==> src/hw/rtl/bale_pkg.sv <==
// shared types and codes for the bounded array list engine
`timescale 1ns / 1ps
`default_nettype none

package bale_pkg;

   typedef enum logic [2:0] {
      OP_PUSH_BACK  = 3'd0,
      OP_POP_BACK   = 3'd1,
      OP_PUSH_FRONT = 3'd2,
      OP_POP_FRONT  = 3'd3,
      OP_INSERT     = 3'd4,
      OP_ERASE      = 3'd5,
      OP_FIND       = 3'd6,
      OP_REMOVE     = 3'd7
   } op_type;

   typedef enum logic [2:0] {
      ST_OK       = 3'd0,
      ST_EMPTY    = 3'd1,
      ST_FULL     = 3'd2,
      ST_RANGE    = 3'd3,
      ST_NOTFOUND = 3'd4
   } status_type;

   // where a shift pivots
   typedef enum logic [1:0] {
      PT_POS   = 2'd0,
      PT_COUNT = 2'd1,
      PT_ZERO  = 2'd2,
      PT_HIT   = 2'd3
   } point_type;

   localparam int unsigned OP_W     = 3;
   localparam int unsigned POS_W    = 4;
   localparam int unsigned VALUE_W  = 32;
   localparam int unsigned STATUS_W = 3;
   localparam int unsigned INDEX_W  = 4;
   localparam int unsigned COUNT_W  = 5;
   localparam int unsigned REQ_W    = 40;
   localparam int unsigned RSP_W    = 16;

   typedef struct packed {
      logic       capture;
      logic       load;
      logic       shift_up;
      logic       shift_down;
      logic       cnt_inc;
      logic       cnt_dec;
      logic       idx_en;
      point_type  point;
      status_type status;
   } cmd_type;

   typedef struct packed {
      op_type op;
      logic   empty;
      logic   full;
      logic   pos_bad;
      logic   hit;
   } stat_type;

endpackage

`default_nettype wire

==> src/hw/rtl/bale_ctrl.sv <==
// controller: request handshake, operation decode and result valid
`timescale 1ns / 1ps
`default_nettype none

module bale_ctrl (
   input  wire logic              clock,
   input  wire logic              reset,
   input  wire logic              req_tvalid,
   output logic                   req_tready,
   output logic                   rsp_tvalid,
   input  wire logic              rsp_tready,
   input  wire bale_pkg::stat_type stat,
   output bale_pkg::cmd_type      cmd
);
   import bale_pkg::*;

   typedef enum logic [1:0] {
      S_IDLE  = 2'b01,
      S_APPLY = 2'b10
   } state_type;

   state_type state_ff, state_in;
   logic      rsp_valid_ff, rsp_valid_in;
   logic      out_free;

   assign req_tready = (state_ff == S_IDLE);
   assign rsp_tvalid = rsp_valid_ff;
   assign out_free   = !rsp_valid_ff || rsp_tready;

   always_comb begin
      cmd        = '0;
      cmd.point  = PT_POS;
      cmd.status = ST_OK;
      state_in   = state_ff;
      cmd.capture = req_tvalid && (state_ff == S_IDLE);
      unique case (state_ff)
         S_IDLE: begin
            if (req_tvalid) begin
               state_in = S_APPLY;
            end
         end
         S_APPLY: begin
            if (out_free) begin
               cmd.load = 1'b1;
               state_in = S_IDLE;
               unique case (stat.op)
                  OP_PUSH_BACK: begin
                     if (stat.full) begin
                        cmd.status = ST_FULL;
                     end else begin
                        cmd.shift_up = 1'b1;
                        cmd.point    = PT_COUNT;
                        cmd.cnt_inc  = 1'b1;
                     end
                  end
                  OP_POP_BACK: begin
                     if (stat.empty) begin
                        cmd.status = ST_EMPTY;
                     end else begin
                        cmd.cnt_dec = 1'b1;
                     end
                  end
                  OP_PUSH_FRONT: begin
                     if (stat.full) begin
                        cmd.status = ST_FULL;
                     end else begin
                        cmd.shift_up = 1'b1;
                        cmd.point    = PT_ZERO;
                        cmd.cnt_inc  = 1'b1;
                     end
                  end
                  OP_POP_FRONT: begin
                     if (stat.empty) begin
                        cmd.status = ST_EMPTY;
                     end else begin
                        cmd.shift_down = 1'b1;
                        cmd.point      = PT_ZERO;
                        cmd.cnt_dec    = 1'b1;
                     end
                  end
                  OP_INSERT: begin
                     // range is checked before full
                     if (stat.pos_bad) begin
                        cmd.status = ST_RANGE;
                     end else if (stat.full) begin
                        cmd.status = ST_FULL;
                     end else begin
                        cmd.shift_up = 1'b1;
                        cmd.point    = PT_POS;
                        cmd.cnt_inc  = 1'b1;
                     end
                  end
                  OP_ERASE: begin
                     if (stat.empty) begin
                        cmd.status = ST_EMPTY;
                     end else if (stat.pos_bad) begin
                        cmd.status = ST_RANGE;
                     end else begin
                        cmd.shift_down = 1'b1;
                        cmd.point      = PT_POS;
                        cmd.cnt_dec    = 1'b1;
                     end
                  end
                  OP_FIND: begin
                     if (stat.hit) begin
                        cmd.idx_en = 1'b1;
                     end else begin
                        cmd.status = ST_NOTFOUND;
                     end
                  end
                  OP_REMOVE: begin
                     if (stat.hit) begin
                        cmd.idx_en     = 1'b1;
                        cmd.shift_down = 1'b1;
                        cmd.point      = PT_HIT;
                        cmd.cnt_dec    = 1'b1;
                     end else begin
                        cmd.status = ST_NOTFOUND;
                     end
                  end
                  default: begin
                     cmd.status = ST_OK;
                  end
               endcase
            end
         end
         default: begin
            state_in = S_IDLE;
         end
      endcase
   end

   always_comb begin
      rsp_valid_in = rsp_valid_ff;
      if (cmd.load) begin
         rsp_valid_in = 1'b1;
      end else if (rsp_tready) begin
         rsp_valid_in = 1'b0;
      end
   end

   always_ff @(posedge clock) begin
      if (reset) begin
         state_ff     <= S_IDLE;
         rsp_valid_ff <= 1'b0;
      end else begin
         state_ff     <= state_in;
         rsp_valid_ff <= rsp_valid_in;
      end
   end

endmodule

`default_nettype wire

==> src/hw/rtl/bale_datapath.sv <==
// datapath: entry cells with per-cell compare and neighbor shift, count, result register
`timescale 1ns / 1ps
`default_nettype none

module bale_datapath #(
   parameter int unsigned CAPACITY = 16
) (
   input  wire logic                      clock,
   input  wire logic                      reset,
   input  wire logic [bale_pkg::REQ_W-1:0] req_tdata,
   input  wire bale_pkg::cmd_type         cmd,
   output bale_pkg::stat_type             stat,
   output logic [bale_pkg::RSP_W-1:0]     rsp_tdata
);
   import bale_pkg::*;

   localparam int unsigned IW = (CAPACITY > 1) ? $clog2(CAPACITY) : 1;
   localparam int unsigned CW = $clog2(CAPACITY + 1);
   localparam int unsigned PW = (CW > POS_W) ? CW : POS_W;
   localparam int unsigned QW = (CW > COUNT_W) ? CW : COUNT_W;

   logic [VALUE_W-1:0]  cell_ff [CAPACITY];
   logic [VALUE_W-1:0]  cell_in [CAPACITY];
   logic [CW-1:0]       count_ff, count_in;
   logic [CAPACITY-1:0] match_ff, match_in;
   op_type              op_ff;
   logic [POS_W-1:0]    pos_ff;
   logic [VALUE_W-1:0]  value_ff;
   logic [STATUS_W-1:0] rsp_status_ff;
   logic [INDEX_W-1:0]  rsp_index_ff;
   logic [COUNT_W-1:0]  rsp_count_ff;

   logic [CAPACITY-1:0] first_hit;
   logic [IW-1:0]       hit_idx;
   logic [IW-1:0]       point;
   logic [PW-1:0]       pos_ext, cnt_pext, idx_ext;
   logic [QW-1:0]       cnt_qext;

   // per-cell compare against the incoming value, limited to live entries
   always_comb begin
      for (int i = 0; i < CAPACITY; i++) begin
         match_in[i] = (cell_ff[i] == req_tdata[OP_W+POS_W +: VALUE_W]) &&
                       (CW'(i) < count_ff);
      end
   end

   // isolate lowest set bit, then encode its index
   assign first_hit = match_ff & (~match_ff + CAPACITY'(1));

   always_comb begin
      hit_idx = '0;
      for (int i = 0; i < CAPACITY; i++) begin
         if (first_hit[i]) begin
            hit_idx = hit_idx | IW'(i);
         end
      end
   end

   assign pos_ext  = PW'(pos_ff);
   assign cnt_pext = PW'(count_ff);

   assign stat.op      = op_ff;
   assign stat.empty   = (count_ff == '0);
   assign stat.full    = (count_ff == CW'(CAPACITY));
   assign stat.pos_bad = (pos_ext >= cnt_pext);
   assign stat.hit     = |match_ff;

   always_comb begin
      case (cmd.point)
         PT_POS:   point = pos_ext[IW-1:0];
         PT_COUNT: point = count_ff[IW-1:0];
         PT_HIT:   point = hit_idx;
         default:  point = '0;
      endcase
   end

   // shift up opens a gap at point for the value, shift down closes it
   always_comb begin
      for (int i = 0; i < CAPACITY; i++) begin
         cell_in[i] = cell_ff[i];
         if (cmd.shift_up) begin
            if (IW'(i) == point) begin
               cell_in[i] = value_ff;
            end else if ((i > 0) && (IW'(i) > point)) begin
               cell_in[i] = cell_ff[(i > 0) ? i - 1 : 0];
            end
         end else if (cmd.shift_down) begin
            if ((i + 1 < CAPACITY) && (IW'(i) >= point)) begin
               cell_in[i] = cell_ff[(i + 1 < CAPACITY) ? i + 1 : i];
            end
         end
      end
   end

   always_comb begin
      count_in = count_ff;
      if (cmd.cnt_inc) begin
         count_in = count_ff + CW'(1);
      end else if (cmd.cnt_dec) begin
         count_in = count_ff - CW'(1);
      end
   end

   assign idx_ext  = cmd.idx_en ? PW'(hit_idx) : '0;
   assign cnt_qext = QW'(count_in);

   always_ff @(posedge clock) begin
      if (reset) begin
         count_ff <= '0;
      end else if (cmd.load) begin
         count_ff <= count_in;
      end
   end

   always_ff @(posedge clock) begin
      if (cmd.capture) begin
         op_ff    <= op_type'(req_tdata[OP_W-1:0]);
         pos_ff   <= req_tdata[OP_W +: POS_W];
         value_ff <= req_tdata[OP_W+POS_W +: VALUE_W];
         match_ff <= match_in;
      end
      if (cmd.load) begin
         for (int i = 0; i < CAPACITY; i++) begin
            cell_ff[i] <= cell_in[i];
         end
         rsp_status_ff <= cmd.status;
         rsp_index_ff  <= idx_ext[INDEX_W-1:0];
         rsp_count_ff  <= cnt_qext[COUNT_W-1:0];
      end
   end

   assign rsp_tdata = {4'b0000, rsp_count_ff, rsp_index_ff, rsp_status_ff};

endmodule

`default_nettype wire

==> src/hw/rtl/bounded_array_list_engine.sv <==
// bounded array list engine: an accepted item is captured with the per-cell compare,
// then an update state does the priority pick and neighbor shift of all cells and
// registers the result, waiting while an earlier result is not yet taken
// the result register lets the next item be accepted while a result waits
// reset clears the entry count (list empty); entry cells hold unknown data
`timescale 1ns / 1ps
`default_nettype none

module bounded_array_list_engine #(
   parameter int unsigned CAPACITY = 16
) (
   input  wire logic                       clock,
   input  wire logic                       reset,
   input  wire logic                       req_tvalid,
   output logic                            req_tready,
   // operation[2:0], position[6:3], value[38:7], zero[39]
   input  wire logic [bale_pkg::REQ_W-1:0] req_tdata,
   output logic                            rsp_tvalid,
   input  wire logic                       rsp_tready,
   // status[2:0], found_index[6:3], entry_count[11:7], zero[15:12]
   output logic [bale_pkg::RSP_W-1:0]      rsp_tdata
);
   import bale_pkg::*;

   cmd_type  cmd;
   stat_type stat;

   bale_ctrl u_ctrl (
      .clock      (clock),
      .reset      (reset),
      .req_tvalid (req_tvalid),
      .req_tready (req_tready),
      .rsp_tvalid (rsp_tvalid),
      .rsp_tready (rsp_tready),
      .stat       (stat),
      .cmd        (cmd)
   );

   bale_datapath #(
      .CAPACITY (CAPACITY)
   ) u_datapath (
      .clock     (clock),
      .reset     (reset),
      .req_tdata (req_tdata),
      .cmd       (cmd),
      .stat      (stat),
      .rsp_tdata (rsp_tdata)
   );

endmodule

`default_nettype wire
==> config.mk <==
export PLATFORM = sky130hd
export DESIGN_NAME = bounded_array_list_engine
export DESIGN_NICKNAME = d
export VERILOG_FILES = /design/src/hw/rtl/bale_pkg.sv /design/src/hw/rtl/bale_ctrl.sv /design/src/hw/rtl/bale_datapath.sv /design/src/hw/rtl/bounded_array_list_engine.sv
export SDC_FILE = /design/constraint.sdc
export NUM_CORES = 2
export LEC_CHECK = 0
export BUFFER_PORTS_ARGS = -buffer_cell sky130_fd_sc_hd__buf_2
export CAP_MARGIN = 20
export CORE_ASPECT_RATIO = 0.5
export CORE_UTILIZATION = 26
export DETAILED_ROUTE_END_ITERATION = 8
export MAX_ROUTING_LAYER = met4
export PLACE_DENSITY_LB_ADDON = 0.08
export SLEW_MARGIN = 30
export SYNTH_ARGS = -nofsm -noshare
export SYNTH_HDL_FRONTEND = slang
export SYNTH_SLANG_ARGS = --single-unit
==> constraint.sdc <==
create_clock -name clock -period 8.8 [get_ports clock]
set_input_delay 0.88 -clock clock [delete_from_list [all_inputs] [get_ports clock]]
set_output_delay 0.88 -clock clock [all_outputs]
set_load 0.05 [all_outputs]
# --- Word-level counts from Yosys, hierarchy flattened ---
# Memory sizes are Yosys's and may differ from the RTL's.
# Index checks and enable logic that the tools add are counted.
word_totals:
  out_inout_bits: 18
  ram_bits: 512
  reg_bits: 75
  input_bits: 44
  memories: 1
memory_table:
  columns: ["name", "words", "width", "read_ports", "rd_clocked_by_memory_dff", "write_ports", "line_no", "source"]
  rows:
  - ["u_datapath.cell_ff", 16, 32, 16, 0, 16, "bale_datapath.sv:22", "logic [VALUE_W-1:0] cell_ff [CAPACITY];"]
op_classes:
  n_eq_ne: 45
  add_sub_neg: 3
  order_cmp: 47
  n_reduce_logical: 30
  muxes: 126
  bitwise: 2
op_table:
  columns: ["op", "n"]
  rows:
  - ["$mux W32", 77]
  - ["$eq A32 B32 Y1", 16]
  - ["$lt A4 B5 Y1 const A", 8]
  - ["$mux W4", 9]
  - ["$eq A4 B4 Y1 const A", 8]
  - ["$gt A4 B4 Y1 const A", 8]
  - ["$ge A4 B4 Y1 const A", 7]
  - ["$mux W11", 2]
  - ["$mux W3", 7]
  - ["$lt A3 B5 Y1 const A", 4]
  - ["$logic_and A1 B1 Y1", 17]
  - ["$add A16 B1 Y16 const B", 1]
  - ["$and A16 B16 Y16", 1]
  - ["$eq A3 B4 Y1 const A", 4]
  - ["$ge A3 B4 Y1 const A", 4]
  - ["$gt A3 B4 Y1 const A", 4]
  - ["$mux W2", 8]
  - ["$not A16 Y16", 1]
  - ["$reduce_or A16 Y1", 1]
  - ["$pmux W3 S5", 1]
  - ["$mux W1", 13]
  - ["$eq A3 B3 Y1 const B", 4]
  - ["$pmux W4 S3", 1]
  - ["$lt A1 B5 Y1 const A", 2]
  - ["31 further kinds", 45]

# --- Logic depth before layout (Yosys ltp) ---
logic_depth:
  depth_word: 23
  depth_mapped: 13
  mapped_depth_nobuf: 10

# --- By module ---
# From an unflattened synthesis, not the netlist that was laid out.
hier_totals:
  hier_cells: 3502
  area_unflattened_um2: 34713.3
by_module_without_submodules:
  columns: ["module", "seq_area_each_um2", "n_inst", "area_per_inst_um2", "cells_per_inst"]
  rows:
  - ["bale_datapath", 17486.8, 1, 34349.2, 3456]
  - ["bale_ctrl", 60.1, 1, 364.1, 46]

# --- Worst setup path after synthesis ---
# OpenSTA, ideal clock, no wires.
synth_timing:
  kind: "register to register"
  from: "reg u_datapath.cnt_pext[0] (netlist name)"
  to: "mem u_datapath.cell_ff[2][0] (netlist: u_datapath.cell_ff[0][64]) (enable)"
  stages_incl_launch_ff: 10
  arrival_time_ns: 4.858
  setup_ns: 0.468
  setup_slack_ns: 3.474
  required_time_ns: 8.332
  period_less_slack_ns: 5.326
  path_cell_list: "dfxtp_1 clkbuf_1 inv_1 ha_1 or3b_2 o211ai_1 a21o_4 a221oi_2 nand2_1 nor3b_1"
synth_rtl:
  columns: ["element", "line_no"]
  rows:
  - ["end: declaration", "bale_datapath.sv:22"]

==> flow_results.xml <==
<?xml version="1.0" encoding="UTF-8"?>
<metrics>
  <group name="outcome">
    <metric name="run_status" unit="">completed</metric>
  </group>
  <group name="power_and_ir_drop">
    <metric name="total_switching_power" unit="mW">1.80</metric>
    <metric name="cellPowerDensity" unit="nW/um^2">172</metric>
    <metric name="worst_ir_drop_vdd" unit="V">0.000126</metric>
    <metric name="comb_power_share" unit="%">8.9</metric>
    <metric name="register_share_of_total_power" unit="%">47.0</metric>
    <metric name="clock_power_share" unit="%">44.1</metric>
    <metric name="power_switching_share" unit="%">27.2</metric>
    <metric name="p_int" unit="mW">4.81</metric>
    <metric name="p_leak" unit="nW">12.2</metric>
  </group>
  <group name="clocking">
    <metric name="cts_max_path_buffers" unit="">3</metric>
    <metric name="cts_resized" unit="">0</metric>
    <metric name="cts.clk_slew.worst_paths" unit="ns">0.07</metric>
    <metric name="clock_tree_from_tritoncts" unit="">yes</metric>
    <metric name="cts_made_buffers" unit="">69</metric>
    <metric name="worstSkewPairLatency" unit="ns">0.67</metric>
    <metric name="cts-htree-levels" unit="">3</metric>
    <metric name="cts-hold-fix-buffers" unit="">0</metric>
    <metric name="count_of_clock_tree_sinks" unit="">587</metric>
    <metric name="cts_root_buffer" unit="">sky130_fd_sc_hd__clkbuf_16</metric>
    <metric name="cts_setup_buffers" unit="">0</metric>
  </group>
  <group name="placement">
    <metric name="placedCellCount" unit="">4841</metric>
    <metric name="dpl_worst_slack" unit="ns">3.88</metric>
    <metric name="detailed_place_hpwl" unit="microns">123000</metric>
    <metric name="routabilityCongestion" unit="">0.976</metric>
    <metric name="portBuffers" unit="">56</metric>
  </group>
  <group name="yosys">
    <metric name="ys_dominant_reg_cell" unit="">sky130_fd_sc_hd__edfxtp_1</metric>
    <metric name="synthDistinctLibCells" unit="">65</metric>
    <metric name="netlist_top_cells_area" unit="">sky130_fd_sc_hd__edfxtp_1 51%, sky130_fd_sc_hd__o211ai_1 7.8%, sky130_fd_sc_hd__xnor2_1 7.0%</metric>
    <metric name="synthesis.instances" unit="">3260</metric>
    <metric name="synth_edf_count" unit="">579</metric>
    <metric name="synth_area_leader" unit="">sky130_fd_sc_hd__edfxtp_1</metric>
    <metric name="synth.top_cell.area_share" unit="%">51.0</metric>
    <metric name="synth-async-reset-ratio" unit="%">0</metric>
    <metric name="netlist_area" unit="sq um">34100</metric>
    <metric name="synth_area_per_cell" unit="sq um">10.5</metric>
    <metric name="ys_seq_elements" unit="">587</metric>
    <metric name="yosys_warn_count" unit="">0</metric>
    <metric name="ys_seq_area_share" unit="%">51.4</metric>
  </group>
  <group name="final_layout">
    <metric name="area.growth.synth_to_final" unit="%">12.6</metric>
    <metric name="fin_nets" unit="">3209</metric>
    <metric name="fillers" unit="">13604</metric>
    <metric name="multiInputGateArea" unit="sq um">15600</metric>
    <metric name="fin_cells" unit="">4964</metric>
    <metric name="storage_element_area" unit="sq um">17500</metric>
    <metric name="layout_commonest_cell" unit="">sky130_fd_sc_hd__edfxtp_1</metric>
    <metric name="commonest_cells_after_routing_fill_and_taps_aside" unit="">579 x sky130_fd_sc_hd__edfxtp_1, 558 x sky130_fd_sc_hd__nand2_1, 372 x sky130_fd_sc_hd__nand3_1</metric>
    <metric name="post_route_cells_drive_above_1_share" unit="%">9.00</metric>
    <metric name="postLayoutCoreUtil" unit="%">29.7</metric>
  </group>
  <group name="sta">
    <metric name="timing_worst_slew_pin_value" unit="ns">1.19</metric>
    <metric name="timing.clock.skew" unit="ns">0.0252</metric>
    <metric name="timing.final.crit_share" unit="%">56.1</metric>
    <metric name="fin_crit" unit="ns">4.94</metric>
    <metric name="setup_ws" unit="ns">3.86</metric>
    <metric name="report.final.hold_viol_count" unit="">0</metric>
    <metric name="timing.setup.tns" unit="ns">0</metric>
    <metric name="max_clock_freq" unit="MHz">203</metric>
    <metric name="setup-violations-final" unit="">0</metric>
    <metric name="finalMaxSlewViolations" unit="">0</metric>
    <metric name="max_slew_margin" unit="%">20.9</metric>
    <metric name="grt_setup_unrepaired" unit="">no</metric>
  </group>
  <group name="min_path">
    <metric name="min_path_type" unit="">input port to flop</metric>
  </group>
  <group name="floorplanning">
    <metric name="initial_core_util" unit="%">26.4</metric>
    <metric name="die_height" unit="microns">258</metric>
    <metric name="die-area" unit="sq um">133000</metric>
    <metric name="pin_count" unit="">62</metric>
    <metric name="row_count" unit="">93</metric>
    <metric name="dieWidth" unit="microns">514</metric>
    <metric name="coreArea" unit="sq um">129000</metric>
  </group>
  <group name="grt">
    <metric name="via_count_of_the_first_global_routing_pass" unit="">25429</metric>
    <metric name="globalRoute.totalOverflow" unit="">0</metric>
    <metric name="gr-usage-all-layers" unit="%">27.5</metric>
    <metric name="grt_first_pass_wirelength" unit="microns">239000</metric>
    <metric name="grt_start_max_net_pins" unit="">209</metric>
    <metric name="antenna_found_initial" unit="">21</metric>
  </group>
  <group name="worst_setup_path">
    <metric name="timing.critical_path.slowest_stage_cell" unit="">sky130_fd_sc_hd__buf_4</metric>
    <metric name="path_max_fanout" unit="">182</metric>
    <metric name="critical_path_sink_type" unit="">flop</metric>
    <metric name="required_time_of_the_critical_path" unit="ns">9.09</metric>
    <metric name="path_cells" unit="">inv_1, ha_1, a21o_1, a21o_1, a21oi_1, o21bai_4, buf_12, inv_8, nor2_2, buf_4, nor2_4, buf_4</metric>
    <metric name="worst_setup_path_category" unit="">flop to flop</metric>
    <metric name="arrival" unit="ns">5.23</metric>
    <metric name="timing.critical_path.slowest_cell_delay" unit="ns">0.72</metric>
    <metric name="crit_start_category" unit="">flop</metric>
  </group>
  <group name="route">
    <metric name="routed-via-count" unit="">27727</metric>
    <metric name="post_drt_via_cell_ratio" unit="">5.59</metric>
    <metric name="detailed_route_drc_error_count" unit="">0</metric>
    <metric name="detail_route.iter0.violations" unit="">4168</metric>
    <metric name="drt-wirelength-per-cell" unit="microns">36.2</metric>
    <metric name="route.final.wire_length" unit="microns">180000</metric>
    <metric name="residual_antenna_violating_net_count_after_detailed_routing" unit="">0</metric>
    <metric name="initial_drt_pass_iterations" unit="">6</metric>
  </group>
  <group name="run">
    <metric name="max-cap-violations" unit="">0</metric>
  </group>
</metrics>
[flip-flops by register name, summed over array words and instances (netlist names)]
signal                    count
u_ctrl.rsp_tvalid             1
u_datapath.cnt_pext           5
u_datapath.value_ff          32
u_datapath.rsp_count_ff       5
u_ctrl.state_ff               2
u_datapath.op_ff              3
u_datapath.match_ff          16
u_datapath.rsp_index_ff       4
u_datapath.pos_ff             4
u_datapath.rsp_status_ff      3
u_datapath.cell_ff          512
[cell type report]
type | instances | share of cell area (%)
flip-flops and latches | 587 | 45.7
multi-input cells | 2370 | 40.6
well taps | 1757 | 5.73
clock buffers | 92 | 4.91
repair buffers | 117 | 2.34
clock inverters | 22 | 0.521
inverters | 12 | 0.137
diodes | 7 | 0.0456
[metal layers]
layer | track usage, % | share of wire (%) | vias up
met3 | 7.03 | 9.5 | 172
met1 | 40.7 | 48 | 14436
met5 | - | 0 | -
met2 | 37.0 | 41 | 1320
met4 | 4.88 | 1.8 | 0
li1 | - | - | 11799
[power by group through the flow]
stage | Sequential (mW) | Combinational [mW] | Clock [mW]
after floorplan | 3.15 | 0.280 | 0
after CTS | 3.11 | 0.576 | 2.97
after detailed placement | 3.17 | 0.574 | 0
after global routing | 3.11 | 0.597 | 3.06
final | 3.11 | 0.588 | 2.91
after global placement | 3.17 | 0.572 | 0
[through the flow]
step | total power [mW] | cell area, sq um | hold slack (ns)
3_5_place_dp | 3.74 | 36200 | 0.539
5_1_grt | 6.76 | 38400 | 0.365
4_1_cts | 6.65 | 38300 | 0.348
2_1_floorplan | 3.43 | 34100 | 0.483
3_3_place_gp | 3.74 | 36100 | 0.529
6_report | 6.61 | 38400 | 0.392
[final timing paths]
check	from	endpoint	slack, ns	cells after the start
worst min register to register	u_ctrl.state_ff[1]	u_ctrl.rsp_tvalid	0.56	2
worst max register to register	u_datapath.cnt_pext[1]	u_datapath.cell_ff[2][49]	3.86	12
worst min-delay path	req_tdata[0]	u_datapath.op_ff[0]	0.39	1
worst max-delay path	u_datapath.cnt_pext[1]	u_datapath.cell_ff[2][49]	3.86	12
[synthesized netlist by cell type (5+ instances only)]
master                      instances
sky130_fd_sc_hd__nand2b_1           5
sky130_fd_sc_hd__buf_2             56
sky130_fd_sc_hd__xor2_1           243
sky130_fd_sc_hd__a31oi_1            6
sky130_fd_sc_hd__a21oi_1           19
sky130_fd_sc_hd__nand2_2            9
sky130_fd_sc_hd__dfxtp_1            8
sky130_fd_sc_hd__nand3_1          372
sky130_fd_sc_hd__buf_6             12
sky130_fd_sc_hd__o21ai_0           12
sky130_fd_sc_hd__nor2b_1            8
sky130_fd_sc_hd__mux2i_1           96
sky130_fd_sc_hd__nor4_1            79
sky130_fd_sc_hd__o211ai_1         355
sky130_fd_sc_hd__xnor2_1          273
sky130_fd_sc_hd__nand2_1          558
sky130_fd_sc_hd__buf_1             38
sky130_fd_sc_hd__nand4_1           77
sky130_fd_sc_hd__o21ai_1           91
sky130_fd_sc_hd__ha_1               8
sky130_fd_sc_hd__mux2_1            18
sky130_fd_sc_hd__inv_1             11
sky130_fd_sc_hd__clkbuf_1         184
sky130_fd_sc_hd__or4_1              9
sky130_fd_sc_hd__mux2_2            16
sky130_fd_sc_hd__a2111oi_0          5
sky130_fd_sc_hd__nor2_1            35
sky130_fd_sc_hd__edfxtp_1         579
sky130_fd_sc_hd__nor3_1            16
[cell families after synthesis]
family,after synthesis,synth area share (%)
adder cells (fa/ha/maj),8,0.293
other,1,0.0110
multiplexers,130,3.94
AO/OA/AOI/OAI,519,10.8
buffers and inverters,306,3.88
flip-flops,587,51.4
XOR/XNOR,516,13.2
AND/OR/NAND/NOR,1193,16.4
[worst max-delay path: cells and delay by family (launching register included)]
family	cells	cell delay (ns)
AO/OA/AOI/OAI	4	0.82
buffers and inverters	5	1.98
flip-flops	1	0.64
adder cells (fa/ha/maj)	1	0.36
AND/OR/NAND/NOR	2	0.63
Power figures use the tool's default switching activity.
